[src/rtl/frtrk_pkg.sv]
// Shared types and constants for the frame ack and resend tracker.
package frtrk_pkg;

  localparam int unsigned CFG_IDX_W  = 1;
  localparam int unsigned CFG_DATA_W = 16;

  // Configuration register indexes
  localparam logic [CFG_IDX_W-1:0] REG_MAX_DELAY   = 1'd0;
  localparam logic [CFG_IDX_W-1:0] REG_MAX_UNACKED = 1'd1;

  localparam logic [15:0] MAX_DELAY_RST   = 16'd100;
  localparam logic [7:0]  MAX_UNACKED_RST = 8'd4;
  localparam logic [7:0]  THR_HI_RST      = 8'(32'(MAX_UNACKED_RST) * 4 / 5);
  localparam logic [7:0]  THR_MID_RST     = 8'(32'(MAX_UNACKED_RST) * 2 / 3);

  // Reciprocal multipliers: exact floor(n/5) for n < 1024, floor(n/3) for n < 512
  localparam logic [17:0] RECIP_5 = 18'd205;
  localparam logic [16:0] RECIP_3 = 17'd171;

  localparam logic [31:0] ID_NONE = 32'hFFFF_FFFF;

  localparam logic [2:0] DUP_FOLD_AT = 3'd5;
  localparam logic [2:0] DUP_FOLD_TO = 3'd2;
  localparam logic [2:0] DUP_RESEND  = 3'd2;

  localparam logic [1:0] DIV_ONE   = 2'd1;
  localparam logic [1:0] DIV_TWO   = 2'd2;
  localparam logic [1:0] DIV_THREE = 2'd3;

  localparam logic [7:0] FLIGHT_MAX = 8'hFF;

  typedef enum logic [1:0] {
    MODE_ENC_ACCEPT   = 2'd0,
    MODE_SENT         = 2'd1,
    MODE_FEEDBACK     = 2'd2,
    MODE_RESEND_CHECK = 2'd3
  } mode_e;

  typedef struct packed {
    logic [1:0]  mode;
    logic [31:0] now_ms;
    logic [31:0] fid;
    logic [31:0] ack_frame_id;
    logic        has_missing;
  } in_t;

  typedef struct packed {
    logic        skip_next;
    logic [1:0]  bitrate_divider;
    logic        resend_valid;
    logic [31:0] resend_id;
    logic [7:0]  flight_cnt;
  } out_t;

endpackage

[src/rtl/frame_ack_resend_tracker.sv]
// Sender-side frame acknowledgement tracker: in-flight count, skip, divider, resend.
//
//  channel | direction | handshake               | payload
//  --------+-----------+-------------------------+-----------------------------
//  in      | input     | in_valid_i/in_stall_o   | in_data_i  (frtrk_pkg::in_t)
//  out     | output    | out_valid_o/out_stall_i | out_data_o (frtrk_pkg::out_t)
//  cfg     | input     | cfg_we_i                | cfg_index_i, cfg_data_i
//
// One beat per cycle while out_stall_i is low; a result is valid once its event beat
// has passed the input register, then the result register that also updates state.
// The event logic is one pass of compares, a 32-bit subtract or increment and a
// 34-bit add with a clamp for the in-flight count.
// Reset clears all tracking state at once; there is no clearing pass.
// When the result register is held by out_stall_i and an event waits in the input
// register, in_stall_o rises in the same cycle.
module frame_ack_resend_tracker (
  input  logic                                 clk_i,
  input  logic                                 rst_ni,
  input  logic                                 in_valid_i,
  output logic                                 in_stall_o,
  input  frtrk_pkg::in_t                       in_data_i,
  output logic                                 out_valid_o,
  input  logic                                 out_stall_i,
  output frtrk_pkg::out_t                      out_data_o,
  input  logic                                 cfg_we_i,
  input  logic [frtrk_pkg::CFG_IDX_W-1:0]      cfg_index_i,
  input  logic [frtrk_pkg::CFG_DATA_W-1:0]     cfg_data_i
);
  import frtrk_pkg::*;

  // Configuration and derived thresholds
  logic [15:0] max_delay_q;
  logic [7:0]  max_unacked_q;
  logic [7:0]  thr_hi_q;      // max_unacked * 4 / 5
  logic [7:0]  thr_mid_q;     // max_unacked * 2 / 3
  logic [17:0] prod_hi;
  logic [16:0] prod_mid;

  // Pipeline registers
  logic  in_valid_q;
  in_t   in_q;
  logic  out_valid_q;
  out_t  out_q;
  out_t  out_d;
  logic  advance;
  logic  fire;

  // Tracking state
  logic [31:0] last_sent_q, last_sent_d;
  logic        sent_valid_q, sent_valid_d;
  logic [31:0] last_acked_q, last_acked_d;
  logic        acked_valid_q, acked_valid_d;
  logic [7:0]  enc_cnt_q, enc_cnt_d;
  logic [2:0]  dup_cnt_q, dup_cnt_d;
  logic [31:0] last_send_ms_q, last_send_ms_d;
  logic        send_time_valid_q, send_time_valid_d;
  logic        session_q, session_d;
  logic [1:0]  divider_q, divider_d;
  logic        skip_q, skip_d;

  // Event logic
  logic        upd_flight;
  logic        rv;
  logic [31:0] rid;
  logic [31:0] ack_gap;
  logic        sent_newer;
  logic [2:0]  dup_inc;
  logic [31:0] idle_ms;
  logic [31:0] flight_diff;
  logic [33:0] flight_base;
  logic [33:0] flight_sum;
  logic [7:0]  flight;

  // Result register frees up when empty or when its beat is taken
  assign advance    = !out_valid_q || !out_stall_i;
  assign fire       = in_valid_q && advance;
  assign in_stall_o = in_valid_q && !advance;

  // Thresholds are formed once per max-unacked register write, by reciprocal multiply
  always_comb begin
    prod_hi  = {6'b0, cfg_data_i[7:0], 2'b00} * RECIP_5;
    prod_mid = {8'b0, cfg_data_i[7:0], 1'b0} * RECIP_3;
  end

  always_ff @(posedge clk_i or negedge rst_ni) begin
    if (!rst_ni) begin
      max_delay_q   <= MAX_DELAY_RST;
      max_unacked_q <= MAX_UNACKED_RST;
      thr_hi_q      <= THR_HI_RST;
      thr_mid_q     <= THR_MID_RST;
    end else if (cfg_we_i) begin
      unique case (cfg_index_i)
        REG_MAX_DELAY: begin
          max_delay_q <= cfg_data_i;
        end
        REG_MAX_UNACKED: begin
          max_unacked_q <= cfg_data_i[7:0];
          thr_hi_q      <= prod_hi[17:10];
          thr_mid_q     <= prod_mid[16:9];
        end
      endcase
    end
  end

  // Input register: take a new beat whenever the slot is empty or moving on
  always_ff @(posedge clk_i or negedge rst_ni) begin
    if (!rst_ni) begin
      in_valid_q <= 1'b0;
    end else if (!in_valid_q || advance) begin
      in_valid_q <= in_valid_i;
    end
  end

  always_ff @(posedge clk_i) begin
    if (in_valid_i && !in_stall_o) begin
      in_q <= in_data_i;
    end
  end

  // Event decode and next state
  always_comb begin
    last_sent_d       = last_sent_q;
    sent_valid_d      = sent_valid_q;
    last_acked_d      = last_acked_q;
    acked_valid_d     = acked_valid_q;
    enc_cnt_d         = enc_cnt_q;
    dup_cnt_d         = dup_cnt_q;
    last_send_ms_d    = last_send_ms_q;
    send_time_valid_d = send_time_valid_q;
    session_d         = session_q;
    divider_d         = divider_q;
    skip_d            = skip_q;
    upd_flight        = 1'b0;
    rv                = 1'b0;
    rid               = 32'd0;

    ack_gap    = last_sent_q - last_acked_q;
    sent_newer = (ack_gap != 32'd0) && !ack_gap[31];
    dup_inc    = dup_cnt_q + 3'd1;
    idle_ms    = in_q.now_ms - last_send_ms_q;

    unique case (in_q.mode)
      MODE_ENC_ACCEPT: begin
        if (enc_cnt_q != FLIGHT_MAX) begin
          enc_cnt_d = enc_cnt_q + 8'd1;
        end
        upd_flight = 1'b1;
      end
      MODE_SENT: begin
        last_send_ms_d    = in_q.now_ms;
        send_time_valid_d = 1'b1;
        if (enc_cnt_q != 8'd0) begin
          enc_cnt_d = enc_cnt_q - 8'd1;
        end
        last_sent_d  = in_q.fid;
        sent_valid_d = 1'b1;
        upd_flight   = 1'b1;
      end
      MODE_FEEDBACK: begin
        // Clean feedback counts duplicate acks; a second duplicate asks for a resend
        if (!in_q.has_missing && sent_valid_q) begin
          if ((last_acked_q == in_q.ack_frame_id) && sent_newer) begin
            dup_cnt_d = (dup_inc >= DUP_FOLD_AT) ? DUP_FOLD_TO : dup_inc;
          end else begin
            dup_cnt_d = 3'd0;
          end
          if (dup_cnt_d == DUP_RESEND) begin
            rv                = 1'b1;
            rid               = last_acked_q + 32'd1;
            last_send_ms_d    = in_q.now_ms;
            send_time_valid_d = 1'b1;
          end
        end
        // Drop clean feedback before the first send, and the empty ack id
        if ((in_q.has_missing || sent_valid_q) && (in_q.ack_frame_id != ID_NONE)) begin
          last_acked_d  = in_q.ack_frame_id;
          acked_valid_d = 1'b1;
          session_d     = 1'b1;
          upd_flight    = 1'b1;
        end
      end
      MODE_RESEND_CHECK: begin
        if (send_time_valid_q && sent_valid_q && (idle_ms > {16'd0, max_delay_q})) begin
          if (!session_q) begin
            rv = 1'b1;
          end else if (last_acked_q != last_sent_q) begin
            rv  = 1'b1;
            rid = last_acked_q + 32'd1;
          end
          if (rv) begin
            last_send_ms_d = in_q.now_ms;
          end
        end
      end
    endcase

    // In-flight count from the updated state, clamped to 0..255
    flight_diff = last_sent_d - last_acked_d;
    flight_base = acked_valid_d ? {{2{flight_diff[31]}}, flight_diff}
                                : ({2'b00, last_sent_d} + 34'd1);
    flight_sum  = flight_base + {26'd0, enc_cnt_d};
    if (!sent_valid_d) begin
      flight = enc_cnt_d;
    end else if (flight_sum[33]) begin
      flight = 8'd0;
    end else if (|flight_sum[32:8]) begin
      flight = FLIGHT_MAX;
    end else begin
      flight = flight_sum[7:0];
    end

    if (upd_flight) begin
      priority if (!sent_valid_d) begin
        skip_d = 1'b0;
      end else if (flight >= max_unacked_q) begin
        skip_d = 1'b1;
      end else begin
        skip_d = 1'b0;
        if (flight > thr_hi_q) begin
          divider_d = DIV_THREE;
        end else if (flight > thr_mid_q) begin
          divider_d = DIV_TWO;
        end else begin
          divider_d = DIV_ONE;
        end
      end
    end

    out_d.skip_next       = skip_d;
    out_d.bitrate_divider = divider_d;
    out_d.resend_valid    = rv;
    out_d.resend_id       = rid;
    out_d.flight_cnt      = flight;
  end

  // Commit state and the result together
  always_ff @(posedge clk_i or negedge rst_ni) begin
    if (!rst_ni) begin
      last_sent_q       <= 32'd0;
      sent_valid_q      <= 1'b0;
      last_acked_q      <= ID_NONE;
      acked_valid_q     <= 1'b0;
      enc_cnt_q         <= 8'd0;
      dup_cnt_q         <= 3'd0;
      last_send_ms_q    <= 32'd0;
      send_time_valid_q <= 1'b0;
      session_q         <= 1'b0;
      divider_q         <= DIV_ONE;
      skip_q            <= 1'b0;
    end else if (fire) begin
      last_sent_q       <= last_sent_d;
      sent_valid_q      <= sent_valid_d;
      last_acked_q      <= last_acked_d;
      acked_valid_q     <= acked_valid_d;
      enc_cnt_q         <= enc_cnt_d;
      dup_cnt_q         <= dup_cnt_d;
      last_send_ms_q    <= last_send_ms_d;
      send_time_valid_q <= send_time_valid_d;
      session_q         <= session_d;
      divider_q         <= divider_d;
      skip_q            <= skip_d;
    end
  end

  // Result register: hold while stalled, advance otherwise
  always_ff @(posedge clk_i or negedge rst_ni) begin
    if (!rst_ni) begin
      out_valid_q <= 1'b0;
    end else if (advance) begin
      out_valid_q <= in_valid_q;
    end
  end

  always_ff @(posedge clk_i) begin
    if (fire) begin
      out_q <= out_d;
    end
  end

  assign out_valid_o = out_valid_q;
  assign out_data_o  = out_q;

`ifndef SYNTHESIS
  a_div_range: assert property (@(posedge clk_i) disable iff (!rst_ni)
    out_valid_o |-> (out_data_o.bitrate_divider != 2'd0))
    else $error("bitrate divider out of range");

  a_rid_zero: assert property (@(posedge clk_i) disable iff (!rst_ni)
    (out_valid_o && !out_data_o.resend_valid) |-> (out_data_o.resend_id == 32'd0))
    else $error("resend id set without resend request");

  a_dup_range: assert property (@(posedge clk_i) disable iff (!rst_ni)
    dup_cnt_q <= 3'd4)
    else $error("duplicate ack count not folded");

  a_skip_sent: assert property (@(posedge clk_i) disable iff (!rst_ni)
    (out_valid_o && out_data_o.skip_next) |-> sent_valid_q)
    else $error("skip requested before any frame was sent");

  a_advance: assert property (@(posedge clk_i) disable iff (!rst_ni)
    (in_valid_q && !out_valid_q) |=> out_valid_o)
    else $error("pending event did not reach the result register");
`endif

endmodule
[config.mk]
export PLATFORM = sky130hd
export DESIGN_NAME = frame_ack_resend_tracker
export DESIGN_NICKNAME = d
export VERILOG_FILES = /design/src/rtl/frtrk_pkg.sv /design/src/rtl/frame_ack_resend_tracker.sv
export SDC_FILE = /design/constraint.sdc
export NUM_CORES = 1
export LEC_CHECK = 0
export ABC_AREA = 1
export BUFFER_PORTS_ARGS = -buffer_cell sky130_fd_sc_hd__buf_2
export CAP_MARGIN = 20
export CORE_AREA = 3 3 229 231
export DETAILED_ROUTE_END_ITERATION = 6
export DIE_AREA = 0 0 232 234
export GPL_TIMING_DRIVEN = 1
export PLACE_DENSITY = 0.8
export SLEW_MARGIN = 0
export SYNTH_ARGS = -nofsm -noshare
export SYNTH_HDL_FRONTEND = slang
export SYNTH_SLANG_ARGS = --single-unit
[constraint.sdc]
create_clock -name clk_i -period 6.7 [get_ports clk_i]
set_input_delay 1.34 -clock clk_i [delete_from_list [all_inputs] [get_ports clk_i]]
set_output_delay 1.34 -clock clk_i [all_outputs]
set_load 0.1 [all_outputs]
# Word-level counts from Yosys, hierarchy flattened
# Index checks and enable logic that the tools add are counted.
[op_classes]
magnitude_cmp = 5
eq_ne = 12
bitwise_logic = 1
n_addsub = 9
n_mul = 2
n_mux = 49
reduce_logical = 32
[op_table]
columns = ["operator", "count"]
rows = [
  ["32-bit two-way mux", 12],
  ["32-bit one-hot mux with 3 select lines", 1],
  ["32-bit subtractor", 3],
  ["32-bit one-hot mux with 2 select lines", 1],
  ["8-bit two-way mux", 5],
  ["34-bit by 8-bit adder with 34-bit output", 1],
  ["34-bit two-way mux", 1],
  ["32-bit by 1-bit adder with 33-bit output (second input constant)", 1],
  ["32-bit by 1-bit adder with 32-bit output (second input constant)", 1],
  ["32-bit == test", 1],
  ["32-bit by 16-bit greater-than comparator with 1-bit output", 1],
  ["8-bit by 8-bit multiplier with 16-bit output (second input constant)", 2],
  ["32-bit inequality test", 1],
  ["32-bit inequality test (second input constant)", 1],
  ["32-bit nonzero test", 1],
  ["25-bit OR reduction", 1],
  ["8-bit greater-than comparator", 2],
  ["1-bit two-way mux", 16],
  ["8-bit one-hot mux with 2 select lines", 1],
  ["3-bit two-way mux", 4],
  ["2-bit two-way mux", 5],
  ["1-bit logical AND", 9],
  ["8-bit by 1-bit adder with 8-bit output (second input constant)", 1],
  ["8-bit greater-or-equal comparator", 1],
  ["other kinds (21)", 37],
]
[word_totals]
in_bits = 121
elab_cells = 137
out_inout_bits = 46
reg_bits = 299

# Depth between registers and ports, before layout
[logic_depth]
ltp_word = 17
depth_mapped = 54
depth_no_buf = 53

# Worst setup path before layout
# No wires, ideal clock.
[synth_timing]
kind = "reg2reg"
startpoint = "register in_q[18] in the netlist's numbering"
endpoint = "register divider_q[1]"
stages_incl_launch_ff = 50
arrival_time_ns = 6.844
required_ns = 6.496
period_less_slack_ns = 7.047
setup_time_ns = 0.204
slack_ns = -0.347
n_path_buf = 2
cell_sequence = "edfxtp_1 > nand2_1 > nor2_1 > nand2_1 > nor2_1 > nand2_1 > nand2_2 > clkbuf_1 > clkbuf_1 > nand2_1 > o21ai_0 > ha_1 > fa_1 > or2_2 > o21ai_0 > inv_1 > fa_1 > o21ai_0 > (+14 left out) > nor2_4 > nand3_2 > a21oi_2 > ha_1 > inv_1 > a21boi_0 > o21a_1 > o21a_1 > o21ai_0 > nand2_1 > a21oi_1 > o21bai_1 > a21oi_1 > nand3_1 > nor3b_1 > a21oi_1 > nand2_1 > o21ai_0"
[synth_via]
elab_chain_len = 17
word_cells_on_any_way = 23
cone_classes = "2 x add/sub; 3 x order compare; 1 x eq/ne; 15 x mux; 2 x reduce/logical"
[synth_lines]
columns = ["element", "line", "rtl"]
rows = [
  ["start, declared", "frame_ack_resend_tracker.sv:41", "in_t in_q;"],
  ["start signal, assigned", "frame_ack_resend_tracker.sv:116", "in_q <= in_data_i;"],
  ["32-bit inequality test *", "frame_ack_resend_tracker.sv:175", "if ((in_q.has_missing || sent_valid_q) && (in_q.ack_frame_id != ID_NONE)) begin"],
  ["1-bit logical AND *", "frame_ack_resend_tracker.sv:175", ""],
  ["32-bit two-way mux *", "frame_ack_resend_tracker.sv:175", ""],
  ["32-bit two-way mux *", "frame_ack_resend_tracker.sv:142", "unique case (in_q.mode)"],
  ["net last_acked_d[0]", "frame_ack_resend_tracker.sv:51", "logic [31:0] last_acked_q, last_acked_d;"],
  ["32-bit subtractor *", "frame_ack_resend_tracker.sv:198", "flight_diff = last_sent_d - last_acked_d;"],
  ["34-bit two-way mux *", "frame_ack_resend_tracker.sv:199", "flight_base = acked_valid_d ? {{2{flight_diff[31]}}, flight_diff}"],
  ["34-bit by 8-bit adder with 34-bit output *", "frame_ack_resend_tracker.sv:201", "flight_sum = flight_base + {26'd0, enc_cnt_d};"],
  ["(+3 left out)", "n/a", ""],
  ["8-bit two-way mux *", "frame_ack_resend_tracker.sv:202", "if (!sent_valid_d) begin"],
  ["8-bit greater-than comparator", "frame_ack_resend_tracker.sv:221", "end else if (flight > thr_mid_q) begin"],
  ["2-bit two-way mux", "frame_ack_resend_tracker.sv:221", ""],
  ["2-bit two-way mux", "frame_ack_resend_tracker.sv:219", "if (flight > thr_hi_q) begin"],
  ["2-bit two-way mux *", "frame_ack_resend_tracker.sv:215", "end else if (flight >= max_unacked_q) begin"],
  ["2-bit two-way mux *", "frame_ack_resend_tracker.sv:213", "priority if (!sent_valid_d) begin"],
  ["2-bit two-way mux *", "frame_ack_resend_tracker.sv:212", "if (upd_flight) begin"],
  ["net divider_d[1]", "frame_ack_resend_tracker.sv:58", "logic [1:0] divider_q, divider_d;"],
  ["end signal, assigned", "frame_ack_resend_tracker.sv:260", "divider_q <= divider_d;"],
  ["end, declared", "frame_ack_resend_tracker.sv:58", ""],
]
# Mark *: on every way through the listed nets, which the timed path passes. The rest lies on a longest branch.
# A chain may end at the register's enable or synchronous reset.

# Worst setup path in the final report
[layout_timing]
startpoint = "register in_q[30] in the netlist's numbering"
endpoint = "register divider_q[1]"
[layout_via]
elab_chain_len = 17
word_cells_on_any_way = 23
cone_classes = "2 x add/sub; 3 x order compare; 1 x eq/ne; 15 x mux; 2 x reduce/logical"
[layout_lines]
columns = ["element", "line", "rtl"]
rows = [
  ["32-bit inequality test", "frame_ack_resend_tracker.sv:175", ""],
  ["1-bit logical AND", "frame_ack_resend_tracker.sv:175", ""],
  ["32-bit two-way mux", "frame_ack_resend_tracker.sv:175", ""],
  ["32-bit two-way mux", "frame_ack_resend_tracker.sv:142", ""],
  ["32-bit subtractor", "frame_ack_resend_tracker.sv:198", ""],
  ["34-bit two-way mux", "frame_ack_resend_tracker.sv:199", ""],
  ["34-bit by 8-bit adder with 34-bit output", "frame_ack_resend_tracker.sv:201", ""],
  ["25-bit OR reduction", "frame_ack_resend_tracker.sv:206", "end else if (|flight_sum[32:8]) begin"],
  ["(+2 left out)", "n/a", ""],
  ["8-bit two-way mux", "frame_ack_resend_tracker.sv:202", ""],
  ["8-bit greater-than comparator", "frame_ack_resend_tracker.sv:221", ""],
  ["2-bit two-way mux", "frame_ack_resend_tracker.sv:221", ""],
  ["2-bit two-way mux", "frame_ack_resend_tracker.sv:219", ""],
  ["2-bit two-way mux", "frame_ack_resend_tracker.sv:215", ""],
  ["2-bit two-way mux", "frame_ack_resend_tracker.sv:213", ""],
  ["2-bit two-way mux *", "frame_ack_resend_tracker.sv:212", ""],
  ["net divider_d[1]", "frame_ack_resend_tracker.sv:58", ""],
]
# Marked as above.

==> impl_metrics.env <==
export IMPL_grt_setup_unrepaired="true"
export IMPL_synth_ff_latch_count=299
export IMPL_grt_max_degree=77
export IMPL_io_pins=167
export IMPL_cp_arrival_ns=7.18
export IMPL_clockBufferDepth=3
export IMPL_maxCapViolCount=0
export IMPL_powerDensity_nw_per_um2=448.0
export IMPL_slowest_delay_ns=0.39
export IMPL_worstSetupEndpointType="register"
export IMPL_rrSetupSlack_ns=-0.08
export IMPL_worstPathRequired_ns=7.11
export IMPL_finalHoldViolCount=0
export IMPL_coreArea_um2=50270
export IMPL_grt_usage=0.2560
export IMPL_grt_pass1_vias=22261
export IMPL_antenna_left=0
export IMPL_worstSetupStartpointType="register"
export IMPL_cts_sinks=299
export IMPL_overflow=0
export IMPL_placed_cell_area_um2=27880
export IMPL_path_max_fanout=8
export IMPL_fin_nets=4063
export IMPL_dieArea_um2=54290
export IMPL_setup_tns_ns=-0.2564
export IMPL_n_antenna_cell=0
export IMPL_io_buffers=166
export IMPL_layout_cells_non_filler=4388
export IMPL_fillers=4547
export IMPL_layout_drive_gt1_share=0.1803
export IMPL_syn_nets=3699
export IMPL_fin_skew_ns=0.01592
export IMPL_syn_area_per_cell_um2=7.442
export IMPL_syn_area_um2=24750
export IMPL_ir_worst_vdd_v=0.0002261
export IMPL_root_buffer="clkbuf_16"
export IMPL_crit_type="register to register"
export IMPL_yosys_area_top_type="edfxtp_1"
export IMPL_antenna_found_initial=0
export IMPL_syn_instance_count=3326
export IMPL_area_growth_pct=19.52
export IMPL_setup_viol=4
export IMPL_final_area_um2=29580
export IMPL_hold_start="last_send_ms_q[30]$_DFFE_PN0P_"
export IMPL_vias=23415
export IMPL_cts_tree="built"
export IMPL_cts_max_level=2
export IMPL_ys_seq_area_frac=0.3332
export IMPL_drtPass1Iterations=5
export IMPL_die_h_um=234
export IMPL_synth_async_reset_ratio=0.5217
export IMPL_tritoncts_num_buffers=36
export IMPL_synth_edff_count=143
export IMPL_fmax_ghz=0.1476
export IMPL_cellLeakagePower_nw=14.63
export IMPL_reg2regPathDepth=50
export IMPL_gp_congestion=0.9354
export IMPL_synth_top_area_share=0.1735
export IMPL_hold_end="last_send_ms_q[30]$_DFFE_PN0P_"
export IMPL_viasPerCell=5.336
export IMPL_utilization=0.5885
export IMPL_fin_crit_sh=1.011
export IMPL_synth_distinct_cells=63
export IMPL_drc=0
export IMPL_worst_slew_pin_slew_ns=1.008
export IMPL_wl_per_cell_um=16.14
export IMPL_dp_hpwl_um=55400
export IMPL_violations="setup timing"
export IMPL_die_x_um=232
export IMPL_crit_top_cell="nand2_1"
export IMPL_hold_slack_ns=0.4697
export IMPL_critPathSlowestCell="edfxtp_1"
export IMPL_r2r_start="in_q[30]$_DFFE_PP_"
export IMPL_ys_flop_type="edfxtp_1"
export IMPL_start_util=0.4924
export IMPL_first_iter_violations=1789
export IMPL_clock_latency_ns=0.55
export IMPL_clk_pin_slew_ns=0.06
export IMPL_drt_total_wl_um=70800
export IMPL_final_min_clock_period_ns=6.776
export IMPL_min_path_type="register to register"
export IMPL_status="complete, but fails checks"
export IMPL_yosys_warnings=0
export IMPL_hold_depth=2
export IMPL_worst_slack_ns=-0.07647
export IMPL_final_max_slew_viol_count=0
export IMPL_ys_top_cells_by_area="edfxtp_1, nand2_1, dfrtp_1"
export IMPL_core_rowCount=82
export IMPL_reg2reg_to="divider_q[1]$_DFFE_PN0P_"
export IMPL_grt_pass1_wl_um=112100
export IMPL_dp_cells=4311
export IMPL_relSlewSlack=0.3275
-- logic make-up after synthesis --
kind of cell / Yosys count / synth area share
fa+ha+maj: 252 / 0.1353
flops: 299 / 0.3332
xor+xnor: 141 / 0.04989
compound gates: 532 / 0.1192
buf+inv: 599 / 0.09265
simple gates: 1503 / 0.2697
-- metrics by stage --
stage	setup slack [ns]	power (W)
floorplan	0.003475	0.008085
CTS	0.006966	0.01300
finish	-0.07647	0.01325
global route	-0.6294	0.01439
global placement	-0.1629	0.01057
detailed placement	-0.3616	0.01069
-- Yosys cell counts, types with 4 or more instances --
cell / n
o221ai_1: 5
clkinv_1: 5
nor2_4: 7
o21ai_1: 37
dfstp_2: 40
a211oi_1: 5
ha_1: 226
o21ai_0: 233
nor2_2: 12
nand3b_1: 13
o21a_1: 4
a21boi_0: 4
clkbuf_1: 66
nor4_1: 20
nand3_2: 4
a21oi_1: 153
nand2_1: 775
nor3_2: 4
nand2_2: 12
xor2_1: 100
o21bai_1: 8
buf_1: 4
o211ai_1: 12
nor3_1: 59
or2_2: 23
nor2_1: 247
a21o_1: 14
dfrtp_1: 116
a31oi_1: 27
buf_2: 9
fa_1: 26
xnor2_1: 41
inv_2: 15
o31ai_1: 4
edfxtp_1: 143
nand3_1: 221
inv_1: 496
nand4_1: 92
o21ai_2: 10
-- power breakdown --
group	internal (W)	leakage, nW	switching (W)	total (W)
Clock	0.00136	0.635	0.000812	0.00217
Combinational	0.00332	10.8	0.00506	0.00837
Sequential	0.00241	3.22	0.000299	0.00271
Total	0.00709	14.6	0.00617	0.0133
-- how the worst max path moves through the flow --
stage                        from                       end  slack [ns]  cells past startpoint
2_1_floorplan  in_q[97]$_DFFE_PP_  divider_q[1]$_DFFE_PN0P_       0.003                     47
3_3_place_gp   in_q[26]$_DFFE_PP_  divider_q[1]$_DFFE_PN0P_       -0.16                     50
3_5_place_dp   in_q[26]$_DFFE_PP_  divider_q[1]$_DFFE_PN0P_       -0.36                     50
4_1_cts        in_q[26]$_DFFE_PP_  divider_q[0]$_DFFE_PN1P_       0.007                     50
5_1_grt        in_q[30]$_DFFE_PP_  divider_q[1]$_DFFE_PN0P_       -0.63                     50
6_report       in_q[30]$_DFFE_PP_  divider_q[1]$_DFFE_PN0P_       -0.08                     50
-- worst max-delay path: cells and delay by family (launching register included) --
family / cells / cell delay [ns]
and+or+nand+nor: 28 / 2.80
buffers and inverters: 4 / 0.50
AOI/OAI and AO/OA: 14 / 1.80
xor gates and xnor gates: 1 / 0.17
DFF: 1 / 0.39
adders and majority gates: 3 / 0.96
-- routing by layer --
| metal | GRT usage | vias to the layer above | routed length, µm |
|---|---|---|---|
| met5 | 0 | - | 0 |
| met4 | 0.08230 | 0 | 2181 |
| met3 | 0.03171 | 144 | 3934 |
| met2 | 0.4578 | 732 | 34790 |
| met1 | 0.3218 | 10792 | 29900 |
| li1 | - | 11747 | - |
-- cell usage in the layout, fill, tap and decap left out, drive strengths merged, types with 4 or more instances in the layout --
cell type,n
a211oi,5
a21boi,5
a21o,14
a21oi,156
a31oi,27
buf,408
bufinv,8
clkbuf,43
clkinv,13
clkinvlp,4
dfrtp,116
dfstp,40
edfxtp,143
fa,26
ha,226
inv,513
nand2,789
nand3,225
nand3b,13
nand4,93
nor2,267
nor3,65
nor4,25
o211ai,12
o21a,5
o21ai,281
o21bai,8
o221ai,5
o31ai,4
or2,24
xnor2,41
xor2,100
-- flip-flops by register name (all words and copies together), names as in the netlist, 2 cells and up --
| register | cells |
|---|---|
| divider_q | 2 |
| dup_cnt_q | 3 |
| enc_cnt_q | 8 |
| in_q | 99 |
| last_acked_q | 32 |
| last_send_ms_q | 32 |
| last_sent_q | 32 |
| max_delay_q | 16 |
| max_unacked_q | 8 |
| out_data_o | 44 |
| thr_hi_q | 8 |
| thr_mid_q | 8 |
-- final cells by class --
cell class	instances	area (µm²)	area share
well taps	672	840.8	0.02842
inverters	516	1947	0.06581
clock inverters	22	337.8	0.01142
repair buffers	409	2730	0.09229
multi-input cells	2428	14510	0.4903
clock buffers	42	974.7	0.03295
flip-flops and latches	299	8248	0.2788
-- what timing repair did --
| item | in CTS | in global routing |
|---|---|---|
| pin swaps | 15 | 48 |
| gates cloned | 0 | 1 |
| setup buffers | 4 | 8 |
| hold buffers | 0 | 0 |
| setup endpoints to repair | 6 | 6 |
| resized for setup | 16 | 61 |
Note: power is estimated with default switching activity, not from simulation.
